**src/hw/rtl/mtcp_pkg.sv**
```systemverilog
// Shared types and constants for the money text to cents parser.
// No dependencies; every other file in this block imports it.
package mtcp_pkg;

   // Result status codes; ST_OK also marks "no syntax error latched".
   typedef enum logic [2:0] {
      ST_OK                = 3'd0,
      ST_BAD_CHAR          = 3'd1,
      ST_BAD_SIGN          = 3'd2,
      ST_SECOND_POINT      = 3'd3,
      ST_TOO_MANY_DECIMALS = 3'd4,
      ST_NO_DIGITS         = 3'd5,
      ST_OVERFLOW          = 3'd6
   } status_type;

   // Request kind carried on tuser.
   localparam logic MODE_CHAR = 1'b0;
   localparam logic MODE_END  = 1'b1;

   // Characters of interest.
   localparam logic [7:0] CH_SPACE  = 8'h20;
   localparam logic [7:0] CH_TAB    = 8'h09;
   localparam logic [7:0] CH_COMMA  = 8'h2C;
   localparam logic [7:0] CH_DOLLAR = 8'h24;
   localparam logic [7:0] CH_PLUS   = 8'h2B;
   localparam logic [7:0] CH_MINUS  = 8'h2D;
   localparam logic [7:0] CH_POINT  = 8'h2E;
   localparam logic [7:0] CH_ZERO   = 8'h30;
   localparam logic [7:0] CH_NINE   = 8'h39;

   // One registered request.
   typedef struct packed {
      logic       mode;
      logic [7:0] character;
   } req_item_type;

endpackage

```
**src/hw/rtl/mtcp_char_parser.sv**
```systemverilog
// Per-character parse state and the end-of-text snapshot register.
// Depends on mtcp_pkg.
module mtcp_char_parser #(
   parameter int  FRACTION_DIGITS = 2,
   parameter int  AMOUNT_BITS     = 64,
   localparam int SCALE_W         = $clog2(10**FRACTION_DIGITS + 1)
) (
   input  logic                     clock,
   input  logic                     reset,
   input  logic                     in_valid,
   input  mtcp_pkg::req_item_type   in_item,
   output logic                     in_pop,
   output logic                     snap_valid,
   input  logic                     snap_ready,
   output mtcp_pkg::status_type     snap_status,
   output logic [AMOUNT_BITS-1:0]   snap_value,
   output logic [SCALE_W-1:0]       snap_scale
);
   import mtcp_pkg::*;

   localparam int MAG_W = AMOUNT_BITS - 1;
   localparam int ACC_W = MAG_W + 4;
   localparam int FC_W  = $clog2(FRACTION_DIGITS + 2);

   localparam logic [63:0] MAX_MAG = (64'd1 << (AMOUNT_BITS - 1)) - 64'd1;
   localparam logic [63:0] LIM0    = MAX_MAG;
   localparam logic [63:0] LIM1    = MAX_MAG / 64'd10;
   localparam logic [63:0] LIM2    = MAX_MAG / 64'd100;
   localparam logic [63:0] LIM3    = MAX_MAG / 64'd1000;
   localparam logic [63:0] LIM4    = MAX_MAG / 64'd10000;

   logic             sign_ff, sign_in;
   logic             neg_ff, neg_in;
   logic             digit_ff, digit_in;
   logic             point_ff, point_in;
   logic [FC_W-1:0]  frac_ff, frac_in;
   logic [MAG_W-1:0] mag_ff, mag_in;
   logic             ovf_ff, ovf_in;
   status_type       syn_ff, syn_in;

   logic                   snap_valid_ff, snap_valid_in;
   status_type             snap_status_ff;
   logic [AMOUNT_BITS-1:0] snap_value_ff;
   logic [SCALE_W-1:0]     snap_scale_ff;

   logic                   end_pop;
   logic [ACC_W-1:0]       acc;
   logic [2:0]             pad_count;
   logic                   pad_over;
   logic [SCALE_W-1:0]     end_scale;
   status_type             end_status;
   logic [AMOUNT_BITS-1:0] mag_val;
   logic [AMOUNT_BITS-1:0] end_value;

   assign in_pop  = in_valid && (in_item.mode == MODE_CHAR || !snap_valid_ff || snap_ready);
   assign end_pop = in_pop && (in_item.mode == MODE_END);

   // magnitude * 10 + digit; any set bit from MAG_W upward means past the limit
   assign acc = ({4'b0, mag_ff} << 3) + ({4'b0, mag_ff} << 1)
              + ACC_W'(in_item.character[3:0]);

   always_comb begin
      sign_in  = sign_ff;
      neg_in   = neg_ff;
      digit_in = digit_ff;
      point_in = point_ff;
      frac_in  = frac_ff;
      mag_in   = mag_ff;
      ovf_in   = ovf_ff;
      syn_in   = syn_ff;
      if (end_pop) begin
         sign_in  = 1'b0;
         neg_in   = 1'b0;
         digit_in = 1'b0;
         point_in = 1'b0;
         frac_in  = '0;
         mag_in   = '0;
         ovf_in   = 1'b0;
         syn_in   = ST_OK;
      end else if (in_pop && syn_ff == ST_OK) begin
         case (in_item.character) inside
            CH_SPACE, CH_TAB, CH_COMMA, CH_DOLLAR: begin
            end
            CH_PLUS, CH_MINUS: begin
               if (sign_ff || digit_ff || point_ff) begin
                  syn_in = ST_BAD_SIGN;
               end else begin
                  sign_in = 1'b1;
                  neg_in  = (in_item.character == CH_MINUS);
               end
            end
            CH_POINT: begin
               if (point_ff) begin
                  syn_in = ST_SECOND_POINT;
               end else begin
                  point_in = 1'b1;
               end
            end
            [CH_ZERO:CH_NINE]: begin
               digit_in = 1'b1;
               if (point_ff && frac_ff >= FC_W'(FRACTION_DIGITS)) begin
                  syn_in = ST_TOO_MANY_DECIMALS;
               end else begin
                  if (point_ff) begin
                     frac_in = frac_ff + FC_W'(1);
                  end
                  if (!ovf_ff) begin
                     if (acc[ACC_W-1:MAG_W] != '0) begin
                        ovf_in = 1'b1;
                     end else begin
                        mag_in = acc[MAG_W-1:0];
                     end
                  end
               end
            end
            default: begin
               syn_in = ST_BAD_CHAR;
            end
         endcase
      end
   end

   // End of text: pad missing fraction digits by checking against limit / 10^k.
   assign pad_count = 3'(FRACTION_DIGITS) - 3'(frac_ff);
   assign mag_val   = {1'b0, mag_ff};

   always_comb begin
      case (pad_count)
         3'd0: begin
            pad_over  = 64'(mag_ff) > LIM0;
            end_scale = SCALE_W'(64'd1);
         end
         3'd1: begin
            pad_over  = 64'(mag_ff) > LIM1;
            end_scale = SCALE_W'(64'd10);
         end
         3'd2: begin
            pad_over  = 64'(mag_ff) > LIM2;
            end_scale = SCALE_W'(64'd100);
         end
         3'd3: begin
            pad_over  = 64'(mag_ff) > LIM3;
            end_scale = SCALE_W'(64'd1000);
         end
         3'd4: begin
            pad_over  = 64'(mag_ff) > LIM4;
            end_scale = SCALE_W'(64'd10000);
         end
         default: begin
            pad_over  = 1'b0;
            end_scale = SCALE_W'(64'd1);
         end
      endcase
   end

   always_comb begin
      if (syn_ff != ST_OK) begin
         end_status = syn_ff;
      end else if (!digit_ff) begin
         end_status = ST_NO_DIGITS;
      end else if (ovf_ff || pad_over) begin
         end_status = ST_OVERFLOW;
      end else begin
         end_status = ST_OK;
      end
      if (end_status != ST_OK) begin
         end_value = '0;
      end else if (neg_ff) begin
         end_value = ~mag_val + AMOUNT_BITS'(1);
      end else begin
         end_value = mag_val;
      end
   end

   always_comb begin
      if (end_pop) begin
         snap_valid_in = 1'b1;
      end else if (snap_ready) begin
         snap_valid_in = 1'b0;
      end else begin
         snap_valid_in = snap_valid_ff;
      end
   end

   always_ff @(posedge clock) begin
      if (reset) begin
         sign_ff       <= 1'b0;
         neg_ff        <= 1'b0;
         digit_ff      <= 1'b0;
         point_ff      <= 1'b0;
         frac_ff       <= '0;
         mag_ff        <= '0;
         ovf_ff        <= 1'b0;
         syn_ff        <= ST_OK;
         snap_valid_ff <= 1'b0;
      end else begin
         sign_ff       <= sign_in;
         neg_ff        <= neg_in;
         digit_ff      <= digit_in;
         point_ff      <= point_in;
         frac_ff       <= frac_in;
         mag_ff        <= mag_in;
         ovf_ff        <= ovf_in;
         syn_ff        <= syn_in;
         snap_valid_ff <= snap_valid_in;
      end
   end

   always_ff @(posedge clock) begin
      if (end_pop) begin
         snap_status_ff <= end_status;
         snap_value_ff  <= end_value;
         snap_scale_ff  <= end_scale;
      end
   end

   assign snap_valid  = snap_valid_ff;
   assign snap_status = snap_status_ff;
   assign snap_value  = snap_value_ff;
   assign snap_scale  = snap_scale_ff;

   a_end_clears_state: assert property (@(posedge clock) disable iff (reset)
      end_pop |=> (mag_ff == '0 && !digit_ff && !point_ff && !sign_ff && syn_ff == ST_OK))
      else $error("parse state not cleared after end of text");

   a_error_latched: assert property (@(posedge clock) disable iff (reset)
      (syn_ff != ST_OK && !end_pop) |=> $stable(syn_ff))
      else $error("latched syntax error changed before end of text");

endmodule

```
**src/hw/rtl/mtcp_scaler.sv**
```systemverilog
// Fraction padding multiply (split into two partial products) and result register.
// Depends on mtcp_pkg.
module mtcp_scaler #(
   parameter int  FRACTION_DIGITS = 2,
   parameter int  AMOUNT_BITS     = 64,
   localparam int SCALE_W         = $clog2(10**FRACTION_DIGITS + 1)
) (
   input  logic                     clock,
   input  logic                     reset,
   input  logic                     snap_valid,
   output logic                     snap_ready,
   input  mtcp_pkg::status_type     snap_status,
   input  logic [AMOUNT_BITS-1:0]   snap_value,
   input  logic [SCALE_W-1:0]       snap_scale,
   output logic                     out_valid,
   input  logic                     out_ready,
   output mtcp_pkg::status_type     out_status,
   output logic [AMOUNT_BITS-1:0]   out_amount
);
   import mtcp_pkg::*;

   localparam int LO_W  = AMOUNT_BITS / 2;
   localparam int HI_W  = AMOUNT_BITS - LO_W;
   localparam int SUM_W = AMOUNT_BITS + SCALE_W;

   logic                     pp_valid_ff, pp_valid_in;
   status_type               pp_status_ff;
   logic [LO_W+SCALE_W-1:0]  pp_lo_ff, pp_lo_in;
   logic [HI_W-1:0]          pp_hi_ff;
   logic [HI_W+SCALE_W-1:0]  pp_hi_full;
   logic                     pp_ready;

   logic                     rsp_valid_ff, rsp_valid_in;
   status_type               rsp_status_ff;
   logic [AMOUNT_BITS-1:0]   rsp_amount_ff, rsp_amount_in;
   logic [SUM_W-1:0]         sum_w;

   assign pp_ready   = !rsp_valid_ff || out_ready;
   assign snap_ready = !pp_valid_ff || pp_ready;

   // Only the low HI_W bits of the upper product land in the result.
   assign pp_lo_in   = (LO_W+SCALE_W)'(snap_value[LO_W-1:0]) * (LO_W+SCALE_W)'(snap_scale);
   assign pp_hi_full = (HI_W+SCALE_W)'(snap_value[AMOUNT_BITS-1:LO_W])
                     * (HI_W+SCALE_W)'(snap_scale);

   assign sum_w = SUM_W'({pp_hi_ff, {LO_W{1'b0}}}) + SUM_W'(pp_lo_ff);
   assign rsp_amount_in = sum_w[AMOUNT_BITS-1:0];

   always_comb begin
      if (snap_valid && snap_ready) begin
         pp_valid_in = 1'b1;
      end else if (pp_ready) begin
         pp_valid_in = 1'b0;
      end else begin
         pp_valid_in = pp_valid_ff;
      end
      if (pp_valid_ff && pp_ready) begin
         rsp_valid_in = 1'b1;
      end else if (out_ready) begin
         rsp_valid_in = 1'b0;
      end else begin
         rsp_valid_in = rsp_valid_ff;
      end
   end

   always_ff @(posedge clock) begin
      if (reset) begin
         pp_valid_ff  <= 1'b0;
         rsp_valid_ff <= 1'b0;
      end else begin
         pp_valid_ff  <= pp_valid_in;
         rsp_valid_ff <= rsp_valid_in;
      end
   end

   always_ff @(posedge clock) begin
      if (snap_valid && snap_ready) begin
         pp_status_ff <= snap_status;
         pp_lo_ff     <= pp_lo_in;
         pp_hi_ff     <= pp_hi_full[HI_W-1:0];
      end
      if (pp_valid_ff && pp_ready) begin
         rsp_status_ff <= pp_status_ff;
         rsp_amount_ff <= rsp_amount_in;
      end
   end

   assign out_valid  = rsp_valid_ff;
   assign out_status = rsp_status_ff;
   assign out_amount = rsp_amount_ff;

   a_error_zero_amount: assert property (@(posedge clock) disable iff (reset)
      (rsp_valid_ff && rsp_status_ff != ST_OK) |-> rsp_amount_ff == '0)
      else $error("nonzero amount with error status");

   a_amount_in_range: assert property (@(posedge clock) disable iff (reset)
      rsp_valid_ff |-> rsp_amount_ff != {1'b1, {(AMOUNT_BITS-1){1'b0}}})
      else $error("amount outside symmetric range");

endmodule

```
**src/hw/rtl/money_text_to_cents_parser.sv**
```systemverilog
// Money text to cents parser: one character per request, signed cents on end of text.
// End of text passes the input, snapshot, partial-product and result registers.
// Throughput: one request per cycle; end of text can stall under result back-pressure.
// Reset: synchronous, active high; clears parse state and all pipeline valids.
// Depends on mtcp_pkg, mtcp_char_parser and mtcp_scaler.
module money_text_to_cents_parser #(
   parameter int  FRACTION_DIGITS = 2,
   parameter int  AMOUNT_BITS     = 64,
   localparam int RSP_W           = ((3 + AMOUNT_BITS + 7) / 8) * 8
) (
   input  logic             clock,
   input  logic             reset,
   // request channel
   input  logic             req_tvalid,
   output logic             req_tready,
   input  logic [7:0]       req_tdata,   // [7:0] character
   input  logic             req_tuser,   // [0] mode (0 character, 1 end of text)
   // result channel
   output logic             rsp_tvalid,
   input  logic             rsp_tready,
   output logic [RSP_W-1:0] rsp_tdata    // [2:0] status, [AMOUNT_BITS+2:3] amount, zero pad
);
   import mtcp_pkg::*;

   localparam int SCALE_W = $clog2(10**FRACTION_DIGITS + 1);

   // Input register: holds one request until the parser consumes it.
   logic         in_valid_ff, in_valid_in;
   req_item_type in_item_ff;
   logic         in_pop;

   // Snapshot handoff: status, signed value and padding scale for one amount.
   logic                   snap_valid, snap_ready;
   status_type             snap_status;
   logic [AMOUNT_BITS-1:0] snap_value;
   logic [SCALE_W-1:0]     snap_scale;

   status_type             out_status;
   logic [AMOUNT_BITS-1:0] out_amount;

   // Accept whenever the input register is empty or drains this cycle.
   assign req_tready = !in_valid_ff || in_pop;

   always_comb begin
      if (req_tvalid && req_tready) begin
         in_valid_in = 1'b1;
      end else if (in_pop) begin
         in_valid_in = 1'b0;
      end else begin
         in_valid_in = in_valid_ff;
      end
   end

   always_ff @(posedge clock) begin
      if (reset) begin
         in_valid_ff <= 1'b0;
      end else begin
         in_valid_ff <= in_valid_in;
      end
   end

   // Capture payload on accept; no reset needed.
   always_ff @(posedge clock) begin
      if (req_tvalid && req_tready) begin
         in_item_ff.mode      <= req_tuser;
         in_item_ff.character <= req_tdata;
      end
   end

   // Update sign/point/digit state per character; snapshot on end of text.
   mtcp_char_parser #(
      .FRACTION_DIGITS (FRACTION_DIGITS),
      .AMOUNT_BITS     (AMOUNT_BITS)
   ) u_parser (
      .clock       (clock),
      .reset       (reset),
      .in_valid    (in_valid_ff),
      .in_item     (in_item_ff),
      .in_pop      (in_pop),
      .snap_valid  (snap_valid),
      .snap_ready  (snap_ready),
      .snap_status (snap_status),
      .snap_value  (snap_value),
      .snap_scale  (snap_scale)
   );

   // Multiply by 10^(missing fraction digits) and hold the result.
   mtcp_scaler #(
      .FRACTION_DIGITS (FRACTION_DIGITS),
      .AMOUNT_BITS     (AMOUNT_BITS)
   ) u_scaler (
      .clock       (clock),
      .reset       (reset),
      .snap_valid  (snap_valid),
      .snap_ready  (snap_ready),
      .snap_status (snap_status),
      .snap_value  (snap_value),
      .snap_scale  (snap_scale),
      .out_valid   (rsp_tvalid),
      .out_ready   (rsp_tready),
      .out_status  (out_status),
      .out_amount  (out_amount)
   );

   // Pack status low, amount above it, zero fill to whole bytes.
   assign rsp_tdata = RSP_W'({out_amount, out_status});

   a_pop_needs_valid: assert property (@(posedge clock) disable iff (reset)
      in_pop |-> in_valid_ff)
      else $error("request consumed from empty input register");

endmodule
```
**config.mk**
```make
export PLATFORM = sky130hd
export DESIGN_NAME = money_text_to_cents_parser
export DESIGN_NICKNAME = d
export VERILOG_FILES = /design/src/hw/rtl/mtcp_pkg.sv /design/src/hw/rtl/mtcp_char_parser.sv /design/src/hw/rtl/mtcp_scaler.sv /design/src/hw/rtl/money_text_to_cents_parser.sv
export SDC_FILE = /design/constraint.sdc
export NUM_CORES = 2
export LEC_CHECK = 0
export BUFFER_PORTS_ARGS = -buffer_cell sky130_fd_sc_hd__buf_2
export CAP_MARGIN = 20
export CORE_AREA = 2 2 232 234
export DETAILED_ROUTE_END_ITERATION = 8
export DIE_AREA = 0 0 234 236
export HOLD_SLACK_MARGIN = 0.08
export PLACE_DENSITY = 0.79
export SETUP_SLACK_MARGIN = 0.1
export SYNTH_ARGS = -nofsm -noshare
export SYNTH_HDL_FRONTEND = slang
export SYNTH_HIERARCHICAL = 1
export SYNTH_SLANG_ARGS = --single-unit
```
**constraint.sdc**
```tcl
create_clock -name clock -period 17.2 [get_ports clock]
set_input_delay 0 -clock clock [delete_from_list [all_inputs] [get_ports clock]]
set_output_delay 0 -clock clock [all_outputs]
set_load 0.03 [all_outputs]
```
==> summary.txt <==
Synthesis
  • Post-synth EDFFs: 221
  • Synthesis Warnings: 6
  • Post-synthesis sequential area ratio: 26.1%
  • Post-synth top flop: edfxtp_1
  • Synth unique cells: 90
  • Post-Syn Instances: about 3,400
  • Mapped Avg Cell Area: around 9.3 um2
  • Mapped cell area: 31,300 um2
  • Ys async rst share: 0%
  • Synth Register Bits: 298

Finish
  • Commonest non-fill, non-tap cell in the layout: nand2_1
  • Most frequent cells in the layout: 403 x nand2_1, 337 x inv_1, 302 x and2_1
  • Fill cells: between 4,000 and 5,000
  • Synth-to-Final Area Change: 5.87%
  • NumNets Final: 3,898
  • Layout cells sized above 1: 5.51%
  • Fin util: 62.4%

Global route
  • GR Layer Usage met1: between 30 and 40%
  • Total gr overflow: 0
  • First-pass GRT wire length: ~120,000 um
  • Tot GR Track Use: 25.8%
  • GR Util met2: around 42%
  • Largest net degree at the start of global routing: 117
  • Vias in the first global route: 23,399
  • Top Usage Layer GRT: met2
  • Met3 Usage GRT: under 10%
  • Antenna violations before repair: 0

Timing
  • Relative slew slack: between 30% and 40%
  • Slew @ Worst Pin: 1.04 ns
  • Worst Clk Skew: 0.0163 ns
  • Post-layout minimum cycle time: 6.55 ns
  • Count of final setup violators: 0
  • TNS Setup: 0 ns
  • Peak Freq: ~150 MHz
  • RSZ-0062 raised after global routing: no
  • Final slew viol count: 0
  • Final hold violation count: 0
  • Setup ws final: approximately 11 ns
  • Final period utilization: 38.1%

Detailed routing
  • Drt first pass iters: 5
  • Avg Vias per Cell: 5.83
  • Detailed Route WL: 70,200 um
  • Vias: ~24,000
  • Initial drt markers: 1,882
  • Drt drc: 0
  • ANT nets after route: 0
  • Drt wl/cell: 17.2 um

Place
  • Routability Congestion: slightly below 1
  • IO buf count: 81
  • Dpl ws: between 10 and 15 ns
  • Post-DP HPWL: approximately 54,000 um

Setup path
  • Worst EP required: between 15 and 20 ns
  • Arr. time, crit path: around 7 ns
  • CP Class: register to register
  • Worst Setup End Kind: register
  • CP Cell Sequence: buf_4 -> and2_1 -> fa_1 -> fa_1 -> fa_1 -> inv_1 -> fa_1 -> inv_1 -> ha_1 -> a21o_1 -> a21o_1 -> a21oi_1 -> o21ai_0 -> a22oi_1 -> a211oi_1 -> nand2b_1 -> o311ai_1
  • Critical path's largest stage delay: 0.97 ns
  • Startpoint Class: register
  • Crit-path slowest cell: edfxtp_1
  • CP Max Fanout: 91
  • Reg-to-reg critical path startpoint: u_parser/snap_scale[3]
  • CP startpoint: u_parser/snap_scale[3]
  • Most frequent CP cell: fa_1

Clock network
  • H-tree depth: 1
  • Num CTS Buffers: 31
  • CTS resizes: 0
  • Post-CTS Hold Buffers: 13
  • Clock buffer depth: 3
  • Clk root buf: clkbuf_16
  • CTS clk-pin slew, worst paths: 0.08 ns
  • Post-CTS setup buffers: 0
  • Clk Latency, worst-skew pair: 0.60 ns
  • CTS tree: built
  • Clk sinks: 298

Outcome
  • Status: completed

Floorplan
  • Die span in y: 236 um
  • Area of the core: roughly 53,000 um2
  • Initial Util: 59.0%
  • FP Rows: 85
  • Die W: around 230 um
  • Number of I/O pins: 87
  • Die ar.: 55,200 um2

Pwr
  • Worst vdd ir: 0.0000893 V
  • Pleak: between 10 and 15 nW
  • PwrDens: 96.0 nW/um2

Hold path
  • Hold/Removal Path Class: input port to register
  • Hold_sp: req_tdata[6]

Flow run
  • Max Cap Violations: 0
[cell families after synthesis]
family | synth area share [%]
other | 0.0120
multiplexers | 2.35
flip-flops | 26.1
AND/OR/NAND/NOR | 20.2
buffers and inverters | 6.37
adder cells (fa/ha/maj) | 27.5
XOR/XNOR | 5.46
AO/OA/AOI/OAI | 11.9
[registers in the layout, indices dropped and copies added (netlist names), 2 cells and up]
| signal | cells |
|---|---|
| u_parser/snap_value | 64 |
| u_parser/snap_scale | 4 |
| u_scaler/out_status | 3 |
| u_scaler/pp_status_ff | 3 |
| in_item_ff | 9 |
| u_scaler/out_amount | 64 |
| u_scaler/pp_hi_ff | 32 |
| u_parser/mag_ff | 63 |
| u_parser/frac_ff | 2 |
| u_parser/syn_ff | 3 |
| u_parser/snap_status | 3 |
| u_scaler/pp_lo_ff | 39 |
[final timing paths]
check / endpoint / slack (ns) / cells after the start
worst max-delay path: u_scaler/pp_lo_ff[35] / 10.65 / 17
worst min-delay path: in_item_ff[6] / 0.12 / 2
worst max register to register: u_scaler/pp_lo_ff[35] / 10.65 / 17
worst min register to register: u_scaler/out_amount[10] / 0.42 / 0
[metrics by stage]
step	power, mW	hold slack (ns)	instance area (um2)	std cells
floorplan	2.15	0.0624	31300	3382
global placement	2.45	0.178	32000	4017
detailed placement	2.49	0.178	32000	4017
CTS	3.18	0.0898	33100	4088
global route	3.42	0.107	33100	4088
finish	3.18	0.117	33100	4089
[where the power goes]
part / internal, mW / total, mW / switching, mW
clock network: 0.387 / 0.680 / 0.293
registers: 0.892 / 0.923 / 0.0303
logic: 0.653 / 1.58 / 0.925
[cell usage after synthesis (77+ instances only)]
master | n | share of area [%]
nor2_1 | 191 | 2.3
fa_1 | 284 | 18
nand2_1 | 403 | 4.8
a21oi_1 | 154 | 2.5
edfxtp_1 | 221 | 21
inv_1 | 338 | 4.1
ha_1 | 234 | 9.4
xor2_1 | 110 | 3.1
o21ai_0 | 124 | 2.0
clkbuf_1 | 115 | 1.4
xnor2_1 | 85 | 2.4
dfxtp_1 | 77 | 4.9
and2_1 | 303 | 6.1
[cell type report]
cell class	instances	area (um2)	area share, %
diodes	1	2.50	0.00755
clock buffers	45	916	2.76
clock inverters	13	113	0.340
inverters	338	1270	3.83
multi-input cells	2592	21200	63.8
flip-flops and latches	298	8180	24.7
well taps	696	871	2.63
repair buffers	106	626	1.89
[layer usage]
metal / wire [um] / vias up
met3: 3550 / 143
met5: 0 / -
met1: 31700 / 11515
li1: - / 11502
met2: 32500 / 690
met4: 2500 / 0
[worst max-delay path: cells and delay by family (launching register included)]
| family | cells | cell delay (ns) |
|---|---|---|
| fa+ha+maj | 5 | 2.39 |
| simple gates | 2 | 0.47 |
| buf+inv | 3 | 0.81 |
| compound gates | 7 | 1.70 |
| flops | 1 | 0.97 |
No activity file was read; power rests on OpenSTA's default activity.
